## src/sv/msp_pkg.sv

```systemverilog
// ----------------------------------------------------------------------------
// msp_pkg: shared types and constants of the servo pulse generator
// Field widths, width clamp limits, request codes and the clamp function.
// ----------------------------------------------------------------------------
`default_nettype none

package msp_pkg;

    // Payload widths
    localparam int unsigned CHAN_ID_W  = 4;
    localparam int unsigned REQ_W      = 16;
    localparam int unsigned PULSE_W    = 11;
    localparam int unsigned TICK_W     = 16;
    localparam int unsigned PIN_W      = 4;

    // Default channel count of the top level
    localparam int unsigned CHANNEL_COUNT_DEF = 4;

    // Pulse width limits and frame reset value, in ticks
    localparam logic [PULSE_W-1:0] WIDTH_MIN   = 11'd500;
    localparam logic [PULSE_W-1:0] WIDTH_MAX   = 11'd2000;
    localparam logic [TICK_W-1:0]  FRAME_RESET = 16'd20000;
    localparam logic [TICK_W-1:0]  TICK_SAT    = 16'hFFFF;

    // Request codes
    typedef enum logic [0:0] {
        REQ_TICK      = 1'b0,
        REQ_SET_WIDTH = 1'b1
    } t_req_type;

    // Per-channel control for one transaction
    typedef struct packed {
        logic               tick;
        logic               set_we;
        logic [PULSE_W-1:0] set_width;
    } t_chan_ctrl;

    // Clamp a requested width to the legal servo range
    function automatic logic [PULSE_W-1:0] clamp_width(input logic [REQ_W-1:0] w);
        logic [PULSE_W-1:0] r;
        if (w > {5'b0, WIDTH_MAX}) begin
            r = WIDTH_MAX;
        end else if (w < {5'b0, WIDTH_MIN}) begin
            r = WIDTH_MIN;
        end else begin
            r = w[PULSE_W-1:0];
        end
        return r;
    endfunction

endpackage

`default_nettype wire

```

## src/sv/msp_req_if.sv

```systemverilog
// ----------------------------------------------------------------------------
// msp_req_if: request channel
// Valid/ready channel carrying ticks and set-width commands.
// ----------------------------------------------------------------------------
`default_nettype none

interface msp_req_if
    import msp_pkg::*;
();
    logic                 valid;
    logic                 ready;
    logic [0:0]           req_type;
    logic [CHAN_ID_W-1:0] channel;
    logic [REQ_W-1:0]     width_request;

    modport source (output valid, output req_type, output channel,
                    output width_request, input ready);
    modport sink   (input valid, input req_type, input channel,
                    input width_request, output ready);
endinterface

`default_nettype wire

```

## src/sv/msp_res_if.sv

```systemverilog
// ----------------------------------------------------------------------------
// msp_res_if: result channel
// Valid/ready channel carrying the pin levels after each transaction.
// ----------------------------------------------------------------------------
`default_nettype none

interface msp_res_if
    import msp_pkg::*;
();
    logic             valid;
    logic             ready;
    logic [PIN_W-1:0] pin_levels;

    modport source (output valid, output pin_levels, input ready);
    modport sink   (input valid, input pin_levels, output ready);
endinterface

`default_nettype wire

```

## src/sv/multi_channel_servo_pulse_generator_unit.sv

```systemverilog
// ----------------------------------------------------------------------------
// multi_channel_servo_pulse_generator_unit: RC servo pulse generator
// Per-channel servo frames driven by a one-microsecond tick stream.
// ----------------------------------------------------------------------------
// Usage:
//  - i_req carries transactions: a tick (req_type 0) advances every channel by
//    one tick; a set-width command (req_type 1) stores a width, clamped to
//    500..2000, for the addressed channel (out-of-range channel means 0). It
//    takes effect at that channel's next rising edge.
//  - o_res returns one transaction per request: the pin levels of channels
//    0..3 after that request has been applied.
//  - i_cfg_we/i_cfg_data write frame_period (reset 20000); write while idle.
//  - Results are registered before o_res.valid; one request per cycle is taken
//    unless the skid register is full, as all channels update in parallel.
//  - Reset: every channel sits low; it first rises frame_period ticks later.
//  - When o_res stalls, one further result is held in a skid register;
//    i_req.ready drops only while that register is occupied.
// ----------------------------------------------------------------------------
`default_nettype none

module multi_channel_servo_pulse_generator_unit
    import msp_pkg::*;
#(
    parameter int unsigned CHANNEL_COUNT = CHANNEL_COUNT_DEF
) (
    input  wire logic              i_clk,
    input  wire logic              i_rst_n,
    msp_req_if.sink                i_req,
    msp_res_if.source              o_res,
    input  wire logic              i_cfg_we,
    input  wire logic [TICK_W-1:0] i_cfg_data
);

    logic [TICK_W-1:0]        r_frame_period;
    logic [CHANNEL_COUNT-1:0] pin_next;
    logic [PIN_W-1:0]         pin_word;
    logic                     accept;
    logic                     is_set;
    logic                     chan_oob;
    logic [PULSE_W-1:0]       clamped;
    logic                     out_fire;

    logic                     r_out_valid;
    logic [PIN_W-1:0]         r_out_pins;
    logic                     r_skid_valid;
    logic [PIN_W-1:0]         r_skid_pins;

    // Request decode
    assign accept   = i_req.valid && i_req.ready;
    assign is_set   = (t_req_type'(i_req.req_type) == REQ_SET_WIDTH);
    assign chan_oob = ({1'b0, i_req.channel} >= 5'(CHANNEL_COUNT));
    assign clamped  = clamp_width(i_req.width_request);

    // Frame period register
    always_ff @(posedge i_clk) begin
        if (!i_rst_n) begin
            r_frame_period <= FRAME_RESET;
        end else if (i_cfg_we) begin
            r_frame_period <= i_cfg_data;
        end
    end

    // Channel array
    for (genvar c = 0; c < CHANNEL_COUNT; c++) begin : g_chan
        t_chan_ctrl ctrl;
        always_comb begin
            ctrl.tick      = accept && !is_set;
            ctrl.set_we    = accept && is_set &&
                             ((!chan_oob && (i_req.channel == CHAN_ID_W'(c))) ||
                              (chan_oob && (c == 0)));
            ctrl.set_width = clamped;
        end
        msp_channel u_chan (
            .i_clk          (i_clk),
            .i_rst_n        (i_rst_n),
            .i_frame_period (r_frame_period),
            .i_ctrl         (ctrl),
            .o_pin_next     (pin_next[c])
        );
    end

    // Only the first four channels reach the pin word
    for (genvar b = 0; b < PIN_W; b++) begin : g_pin
        if (b < CHANNEL_COUNT) begin : g_used
            assign pin_word[b] = pin_next[b];
        end else begin : g_unused
            assign pin_word[b] = 1'b0;
        end
    end

    // Output register with skid stage
    assign out_fire    = r_out_valid && o_res.ready;
    assign i_req.ready = !r_skid_valid;

    always_ff @(posedge i_clk) begin
        if (!i_rst_n) begin
            r_out_valid  <= 1'b0;
            r_skid_valid <= 1'b0;
        end else begin
            if (r_skid_valid) begin
                if (out_fire) begin
                    r_out_pins   <= r_skid_pins;
                    r_skid_valid <= 1'b0;
                end
            end else if (!r_out_valid || out_fire) begin
                r_out_valid <= accept;
                if (accept) begin
                    r_out_pins <= pin_word;
                end
            end else if (accept) begin
                r_skid_valid <= 1'b1;
                r_skid_pins  <= pin_word;
            end
        end
    end

    assign o_res.valid      = r_out_valid;
    assign o_res.pin_levels = r_out_pins;

    // Skid entry is only ever behind a full output register
    a_skid_behind_out: assert property (@(posedge i_clk) disable iff (!i_rst_n)
        r_skid_valid |-> r_out_valid)
        else $error("skid holds data with empty output register");

    // A request taken while the output stalls lands in the skid register
    a_stall_to_skid: assert property (@(posedge i_clk) disable iff (!i_rst_n)
        (accept && r_out_valid && !o_res.ready) |=> r_skid_valid)
        else $error("stalled transaction not parked in skid");

    // Draining the skid keeps the output occupied
    a_skid_drain: assert property (@(posedge i_clk) disable iff (!i_rst_n)
        (r_skid_valid && o_res.ready) |=> (r_out_valid && !r_skid_valid))
        else $error("skid drain lost a transaction");

endmodule

`default_nettype wire

```

## src/sv/msp_channel.sv

```systemverilog
// ----------------------------------------------------------------------------
// msp_channel: state of one servo channel
// Elapsed tick counter, phase, captured and pending width; gives the pin
// level that the channel shows after the current transaction.
// ----------------------------------------------------------------------------
`default_nettype none

module msp_channel
    import msp_pkg::*;
(
    input  wire logic              i_clk,
    input  wire logic              i_rst_n,
    input  wire logic [TICK_W-1:0] i_frame_period,
    input  wire t_chan_ctrl        i_ctrl,
    output logic                   o_pin_next
);

    logic [PULSE_W-1:0] r_width_setting, n_width_setting;
    logic [PULSE_W-1:0] r_captured,      n_captured;
    logic [TICK_W-1:0]  r_elapsed,       n_elapsed;
    logic               r_high,          n_high;
    logic [TICK_W-1:0]  inc_elapsed;

    // Saturating tick count
    assign inc_elapsed = (r_elapsed == TICK_SAT) ? r_elapsed : r_elapsed + 16'd1;

    // Next state: at most one phase change per tick
    always_comb begin
        n_width_setting = r_width_setting;
        n_captured      = r_captured;
        n_elapsed       = r_elapsed;
        n_high          = r_high;
        if (i_ctrl.set_we) begin
            n_width_setting = i_ctrl.set_width;
        end
        if (i_ctrl.tick) begin
            n_elapsed = inc_elapsed;
            if (r_high) begin
                if (inc_elapsed >= {5'b0, r_captured}) begin
                    n_high = 1'b0;
                end
            end else if (inc_elapsed >= i_frame_period) begin
                n_high     = 1'b1;
                n_elapsed  = '0;
                n_captured = r_width_setting;
            end
        end
    end

    // Pin level seen once this transaction is applied
    assign o_pin_next = n_high && (n_elapsed < {5'b0, n_captured});

    // State registers; reset leaves an expired high phase
    always_ff @(posedge i_clk) begin
        if (!i_rst_n) begin
            r_width_setting <= WIDTH_MIN;
            r_captured      <= '0;
            r_elapsed       <= '0;
            r_high          <= 1'b1;
        end else begin
            r_width_setting <= n_width_setting;
            r_captured      <= n_captured;
            r_elapsed       <= n_elapsed;
            r_high          <= n_high;
        end
    end

    // Stored width never leaves the clamp range
    a_width_range: assert property (@(posedge i_clk) disable iff (!i_rst_n)
        (r_width_setting >= WIDTH_MIN) && (r_width_setting <= WIDTH_MAX))
        else $error("width setting outside clamp range");

    // A rising edge restarts the count and captures the pending width
    a_rise_capture: assert property (@(posedge i_clk) disable iff (!i_rst_n)
        $rose(r_high) |-> (r_elapsed == '0) && (r_captured == $past(r_width_setting)))
        else $error("rising edge without restart and capture");

    // Without a tick the timing state holds
    a_hold_no_tick: assert property (@(posedge i_clk) disable iff (!i_rst_n)
        !i_ctrl.tick |=> $stable(r_elapsed) && $stable(r_high) && $stable(r_captured))
        else $error("timing state moved without a tick");

    // Phase only drops on a tick
    a_fall_on_tick: assert property (@(posedge i_clk) disable iff (!i_rst_n)
        $fell(r_high) |-> $past(i_ctrl.tick))
        else $error("phase fell without a tick");

endmodule

`default_nettype wire
```

## src/flat_wrapper.sv

```systemverilog
// flat-port wrapper written by rule: the top's interface ports become plain ports
module multi_channel_servo_pulse_generator_unit_flat import msp_pkg::*;
#(
    parameter int unsigned CHANNEL_COUNT = CHANNEL_COUNT_DEF
)
  (i_clk, i_rst_n, i_cfg_we, i_cfg_data, i_req_valid, i_req_req_type, i_req_channel, i_req_width_request, i_req_ready, o_res_valid, o_res_pin_levels, o_res_ready);
  msp_req_if i_req_i ();
  msp_res_if o_res_i ();
  input  wire logic i_clk;
  input  wire logic i_rst_n;
  input  wire logic i_cfg_we;
  input  wire logic [TICK_W-1:0] i_cfg_data;
  input wire logic [$bits(i_req_i.valid)-1:0] i_req_valid;
  input wire logic [$bits(i_req_i.req_type)-1:0] i_req_req_type;
  input wire logic [$bits(i_req_i.channel)-1:0] i_req_channel;
  input wire logic [$bits(i_req_i.width_request)-1:0] i_req_width_request;
  output wire logic [$bits(i_req_i.ready)-1:0] i_req_ready;
  output wire logic [$bits(o_res_i.valid)-1:0] o_res_valid;
  output wire logic [$bits(o_res_i.pin_levels)-1:0] o_res_pin_levels;
  input wire logic [$bits(o_res_i.ready)-1:0] o_res_ready;
  assign i_req_i.valid = i_req_valid;
  assign i_req_i.req_type = i_req_req_type;
  assign i_req_i.channel = i_req_channel;
  assign i_req_i.width_request = i_req_width_request;
  assign i_req_ready = i_req_i.ready;
  assign o_res_valid = o_res_i.valid;
  assign o_res_pin_levels = o_res_i.pin_levels;
  assign o_res_i.ready = o_res_ready;
  multi_channel_servo_pulse_generator_unit #(.CHANNEL_COUNT(CHANNEL_COUNT)) u_core (.i_clk(i_clk), .i_rst_n(i_rst_n), .i_req(i_req_i), .o_res(o_res_i), .i_cfg_we(i_cfg_we), .i_cfg_data(i_cfg_data));
endmodule
```

## config.mk

```make
export PLATFORM = sky130hd
export DESIGN_NAME = multi_channel_servo_pulse_generator_unit_flat
export DESIGN_NICKNAME = d
export VERILOG_FILES = /design/src/sv/msp_pkg.sv /design/src/sv/msp_req_if.sv /design/src/sv/msp_res_if.sv /design/src/sv/multi_channel_servo_pulse_generator_unit.sv /design/src/sv/msp_channel.sv /design/src/flat_wrapper.sv
export SDC_FILE = /design/constraint.sdc
export NUM_CORES = 1
export LEC_CHECK = 0
export BUFFER_PORTS_ARGS = -buffer_cell sky130_fd_sc_hd__buf_2
export CAP_MARGIN = 20
export CORE_UTILIZATION = 50
export DETAILED_ROUTE_END_ITERATION = 10
export PLACE_DENSITY = 0.67
export SYNTH_ARGS = -nofsm -noshare
export SYNTH_HDL_FRONTEND = slang
export SYNTH_SLANG_ARGS = --single-unit
export TNS_END_PERCENT = 1
```

## constraint.sdc

```tcl
create_clock -name i_clk -period 10.82 [get_ports i_clk]
set_clock_uncertainty 0.05 [all_clocks]
set_input_delay 0.541 -clock i_clk [delete_from_list [all_inputs] [get_ports i_clk]]
set_output_delay 0.541 -clock i_clk [all_outputs]
set_load 0.02 [all_outputs]
```

After elaboration in Yosys (flattened, before gate mapping)
Cells that the tools add are included.

storage, ports and cells
  register bits after elaboration = 182
  input port bits = 42
  RAM bits = 0
  output and inout port bits = 6
  bits in latches = 0
  memory bits (read-only) = 0
  memories = 0
  logic and storage cells = 132

cells by class
  order comparisons = 15
  bitwise logic cells = 2
  shift-type cells = 0
  reduce and logical (&&, ||, !) cells = 28
  eq/ne operators = 8
  div/mod/pow operators = 0
  $add $sub $neg = 4
  mux-type cells = 54
  $mul = 0

operators by type and width
  cell                   number
  $mux 16                16
  $mux 11                14
  $add 16x1->16 const B  4
  $eq 16x16->1 const B   4
  $ge 16x11->1           4
  $ge 16x16->1           4
  $lt 16x11->1           4
  $mux 1                 20
  $gt 16x11->1 const B   1
  $logic_and 1x1->1      16
  $lt 16x9->1 const B    1
  $mux 4                 4
  $eq 4x2->1 const B     2
  $reduce_and 4->1       2
  $eq 4x1->1 const B     1
  $ge 4x3->1 const B     1
  $logic_not 1->1        4
  $logic_not 4->1        1
  $reduce_bool 2->1      2
  $logic_or 1x1->1       2
  $ne 2x1->1 const B     1
  $not 1->1              2
  $reduce_and 2->1       1

Longest topological paths before layout
  depth in word-level cells = 11
  mapped depth = 26
  mapped depth without buffers = 23

Modules after synthesis
A second synthesis with hierarchy kept.

unflattened totals
  cell total of the unflattened synthesis = 1498
  area, all modules = 12929.9 um^2

by module, submodules not included
  module                                      cells each  seq. area each (um^2)  area each (um^2)  instances
  msp_channel at u_core.g_chan[0].u_chan ...  341         780.7                  2930.3            3
  msp_channel at u_core.g_chan[3].u_chan      355         780.7                  2926.6            1
  multi_channel_servo_pulse_generator_unit    120         600.6                  1212.4            1

Worst setup path after synthesis
Ideal clock, no wire load.

  path kind = register to register
  from = reg u_core.g_chan[2].u_chan.r_elapsed[0]
  to = reg u_core.r_skid_pins[2] (data pin)
  path buffers = 2
  data arrival time = 4.929 ns
  slack = 5.665 ns
  required time = 10.594 ns
  cell stages (with the launch flop) = 25
  library setup time = 0.176 ns
  period minus slack after synthesis = 5.155 ns
  cell sequence = dfxtp_1 ha_1 and3_1 nand4_1 or2_1 buf_2 nand4_1 o21a_1 or2_2 ha_1 nand2_1 nor2_1 a211oi_1 nand4_1 nand3_1 buf_2 mux2i_1 ha_1 a21oi_1 o21ai_0 a311oi_1 nand2_1 o211ai_1 a211oi_1 nor4_1

between the ends
  cells in the longest elaborated chain, start to end = 8
  elaborated cells between the ends (all ways) = 17
  those cells by class = 1 x add/sub; 3 x order compare; 1 x eq/ne; 11 x mux; 1 x reduce/logical

ends and longest elaborated chain
  what                                                  RTL line                                         source
  start: declaration                                    msp_channel.sv:20                                logic [TICK_W-1:0] r_elapsed, n_elapsed;
  start signal: assignment                              msp_channel.sv:63                                r_elapsed <= n_elapsed;
  $add 16x1->16 / $eq 16x16->1 (equally long branches)  msp_channel.sv:25                                assign inc_elapsed = (r_elapsed == TICK_SAT) ? r_elapsed : r_elapsed + 16'd1;
  $mux 16                                               msp_channel.sv:25
  $ge 16x16->1                                          msp_channel.sv:42                                end else if (inc_elapsed >= i_frame_period) begin
  $mux 16 / $mux 11 (equally long branches)             msp_channel.sv:42
  $mux 16 / $mux 11 (equally long branches)             msp_channel.sv:38                                if (r_high) begin
  $mux 16 / $mux 11 (equally long branches)             msp_channel.sv:36                                if (i_ctrl.tick) begin
  $lt 16x11->1                                          msp_channel.sv:51                                assign o_pin_next = n_high && (n_elapsed < {5'b0, n_captured});
  $logic_and 1x1->1 (*)                                 msp_channel.sv:51
  net u_core.g_chan[2].u_chan.o_pin_next                msp_channel.sv:15                                output logic o_pin_next
  end signal: assignment                                multi_channel_servo_pulse_generator_unit.sv:112  r_skid_pins <= pin_word;
  end: declaration                                      multi_channel_servo_pulse_generator_unit.sv:46   logic [PIN_W-1:0] r_skid_pins;

Mark *: on every way through the listed nets, which the timed path passes. The rest lies on a longest branch.
A chain may end at the register's enable or synchronous reset.

Final worst setup path
  from = reg u_core.g_chan[2].u_chan.r_elapsed[0]
  to = reg u_core.r_out_pins[2], in the netlist u_core.o_res.pin_levels[2] (data pin)

between the ends
  cells in the longest elaborated chain, start to end = 11
  elaborated cells between the ends (all ways) = 20
  those cells by class = 1 x add/sub; 3 x order compare; 1 x eq/ne; 14 x mux; 1 x reduce/logical

ends and longest elaborated chain
  what                                                  RTL line                                         source
  $add 16x1->16 / $eq 16x16->1 (equally long branches)  msp_channel.sv:25
  $mux 16                                               msp_channel.sv:25
  $ge 16x16->1                                          msp_channel.sv:42
  $mux 16 / $mux 11 (equally long branches)             msp_channel.sv:42
  $mux 16 / $mux 11 (equally long branches)             msp_channel.sv:38
  $mux 16 / $mux 11 (equally long branches)             msp_channel.sv:36
  $lt 16x11->1                                          msp_channel.sv:51
  $logic_and 1x1->1 (*)                                 msp_channel.sv:51
  $mux 4 (*)                                            multi_channel_servo_pulse_generator_unit.sv:107  if (accept) begin
  $mux 4 (*)                                            multi_channel_servo_pulse_generator_unit.sv:105  end else if (!r_out_valid || out_fire) begin
  $mux 4 (*)                                            multi_channel_servo_pulse_generator_unit.sv:100  if (r_skid_valid) begin
  end signal: assignment                                multi_channel_servo_pulse_generator_unit.sv:102  r_out_pins <= r_skid_pins;
  end signal: assignment                                multi_channel_servo_pulse_generator_unit.sv:108  r_out_pins <= pin_word;
  end: declaration                                      multi_channel_servo_pulse_generator_unit.sv:44   logic [PIN_W-1:0] r_out_pins;

Every way passes the cells marked *; elsewhere a longest branch is shown, timed or not. The select of a mux whose other input is x is not followed.

==> run_results.csv <==
group,metric,value,unit
timing,worst_pin_slew,1.08,ns
synthesis,synth-edff-count,8,
routing,drc_errors,0,
floorplan,die_h,158,um
routing,wl,34.1,mm
synthesis,synthTopCellsByCount,"dfxtp_1 (174), nor2_1 (166), nand2_1 (163)",
timing,setup_viol,0,
synthesis,synth_top_area_share,0.286,
clocking,cts_root_buffer,"clkbuf_16",
synthesis,synth.distinct_cells,74,
floorplan,core,0.0237,mm^2
routing,ant_nets,0,
routing,drt_iter0_markers,857,
place,globalplace.congestion,0.922,
worst_setup_path,max_stage_delay,0.66,ns
worst_setup_path,worstSetupStartpointType,"register",
clocking,insertion_delay,0.44,ns
timing,maxSlewViolCount,0,
grt,first_global_vias,9850,
clocking,cts.sinks,182,
grt,grt_pass1_wl,53.0,mm
routing,met1Wirelength,15.8,mm
clocking,htreeDepth,4,
cells_and_area,drive_gt1_frac,0.0807,
outcome,run_status,"finished, final reports clean",
synthesis,ys_warn_count,0,
timing,finalCriticalPeriod,6.36,ns
job,cap_viol_max_count,0,
synthesis,syn_area,0.0122,mm^2
grt,antenna_found_initial,2,
timing,hold_ws,0.285,ns
grt,grt-ovfl-total,0,
synthesis,async_flop_share,0,
routing,wl_per_cell,18.6,um
power,ir_worst_vdd,0.0788,mV
routing,num_vias,10800,
clocking,clk_path_buf_depth,2,
synthesis,synth_area_leaders,"dfxtp_1 (29%), ha_1 (16%), nor2_1 (5.1%)",
synthesis,syn-num-nets,1688,
worst_setup_path,cp_slowest_cell,"nand3_1",
routing,firstDrtPassIters,7,
routing,dr_wl_met3,2.19,mm
grt,grt_max_degree,78,
worst_setup_path,path_cells,"ha_1 -> and3_1 -> nand4_1 -> or2_1 -> nand4_1 -> o21a_1 -> or2_2 -> ha_1 -> nand2_1 -> nor2_1 -> a211oi_1 -> nand4_1 -> nand3_1 -> mux2i_1 -> ha_1 -> nand2_1 -> o21ai_0 -> a311oi_1 -> a221oi_1 -> o31ai_1 -> a211oi_1 -> o31ai_1",
worst_setup_path,crit_type,"reg2reg",
cells_and_area,nFillCells,2294,
floorplan,pin_count,48,
cells_and_area,diodes,0,
synthesis,synth-seq-area-share,0.306,
synthesis,synth-main-ff-cell,"dfxtp_1",
floorplan,rows,56,
timing,clock.fmax,157,MHz
synthesis,syn_avg_cell_area,8.15,um^2
floorplan,die_area,0.0250,mm^2
timing,max_slew_margin,0.272,
clocking,postCtsSetupBuffers,0,
clocking,hold_buffers,0,
timing,post-route-period-util,0.588,
floorplan,initial_utilization,0.514,
grt,grt_use_total,0.279,
clocking,cts_buffers,17,
routing,top_layer,"met5",
worst_setup_path,path_max_fanout,12,
timing,finalWorstSetupSlack,4.46,ns
routing,wl_met2,15.5,mm
worst_hold_path,hp-class,"in2reg",
timing,rsz0062_at_grt,"false",
place,io_buffers,47,
power,power_density,115,mW/mm^2
synthesis,synth-seq-cells,182,
synthesis,synthCells,1494,
routing,viasPerCell,5.89,
synthesis,yosysMostFrequentCell,"dfxtp_1",
power,leakagePower,5.92,nW
cells_and_area,areaGrowthSynthToFinish,8.54,%
clocking,path_clk_slew,0.07,ns
timing,finalSetupTns,0,ns
timing,finalHoldViolCount,0,
worst_setup_path,worstPathRequired,10.94,ns
worst_setup_path,endpoint_kind,"register",
synthesis,synth_largest_area_cell,"dfxtp_1",
place,post-place-ws,4.56,ns
clocking,cts_resized,0,
place,dp_hpwl,24.8,mm
clocking,cts_tree,"yes",
floorplan,die_w,158,um
cells_and_area,layout.nets,1692,
worst_setup_path,cp_data_arrival_time,6.49,ns
-- metal layers --
metal,global-route usage,vias to the layer above
met5,0,-
met4,0.0765,4
met3,0.0482,46
met2,0.451,307
met1,0.382,5030
li1,-,5383
-- state kept, by name, indices dropped and copies added (netlist names) --
register,count
u_core.g_chan.u_chan.r_elapsed,64
u_core.g_chan.u_chan.r_captured,44
u_core.g_chan.u_chan.r_width_setting,44
u_core.r_frame_period,16
u_core.g_chan.u_chan.r_high,4
u_core.o_res.pin_levels,4
u_core.r_skid_pins,4
u_core.o_res.valid,1
u_core.r_skid_valid,1
-- path summary, 6_finish.rpt --
path                                                endpoint                                  startpoint  cells after the start  slack (ns)
hold / removal                      u_core.r_frame_period[0]                               i_cfg_data[0]                      3        0.28
hold reg to reg   u_core.g_chan[3].u_chan.r_width_setting[3]  u_core.g_chan[3].u_chan.r_width_setting[3]                      2        0.43
setup reg to reg                  u_core.o_res.pin_levels[2]        u_core.g_chan[2].u_chan.r_elapsed[0]                     22        4.46
setup / recovery                  u_core.o_res.pin_levels[2]        u_core.g_chan[2].u_chan.r_elapsed[0]                     22        4.46
-- report_power, final --
group / leakage (nW) / total, mW / switching [mW] / internal, mW
registers: 1.49 / 0.701 / 0.0126 / 0.689
logic: 4.14 / 0.162 / 0.102 / 0.0602
clock network: 0.296 / 0.651 / 0.283 / 0.368
-- cell families (layout without fill, tap and decap cells) --
family | Yosys count | in the layout | synth area share
multiplexers | 54 | 54 | 0.0453
AO/OA/AOI/OAI | 337 | 337 | 0.184
flip-flops | 182 | 182 | 0.306
XOR/XNOR | 41 | 41 | 0.0295
buffers and inverters | 141 | 158 | 0.0456
adder cells (fa/ha/maj) | 152 | 152 | 0.156
AND/OR/NAND/NOR | 587 | 587 | 0.233
-- worst max-delay path: cells and delay by family, from the launching register on --
kind / cells / cell delay, ns
AO/OA/AOI/OAI: 8 / 1.95
multiplexers: 1 / 0.23
flip-flops: 1 / 0.37
AND/OR/NAND/NOR: 10 / 2.57
adder cells (fa/ha/maj): 3 / 0.90
-- cell usage in the layout, fill, tap and decap left out, types with 42 or more instances in the layout --
cell / netlist / final
dfxtp_1: 174 / 174
nor2_1: 166 / 165
nand2_1: 163 / 163
ha_1: 152 / 152
a21oi_1: 102 / 102
inv_1: 70 / 69
o21ai_0: 54 / 54
buf_2: 21 / 47
mux2i_1: 45 / 45
and2_1: 43 / 43
nand3_1: 42 / 42
-- per-stage QoR --
stage               utilization  cell area [um^2]  instances  power [mW]
floorplan                     -             12200       1494       0.819
global placement          0.532             12600       1797       0.873
detailed placement        0.532             12600       1797       0.876
CTS                       0.558             13200       1829        1.52
global route              0.558             13200       1830        1.56
finish                    0.558             13200       1830        1.51
-- final cells by class --
cell class / instances / area [um^2] / share of cell area
Timing Repair Buffer: 56 / 303 / 0.0229
Inverter: 70 / 264 / 0.0200
Clock inverter: 10 / 118 / 0.00890
Tap cell: 319 / 399 / 0.0302
Clock buffer: 22 / 485 / 0.0367
Multi-Input combinational cell: 1171 / 7920 / 0.600
Sequential cell: 182 / 3720 / 0.282
Power figures use the tool's default switching activity.
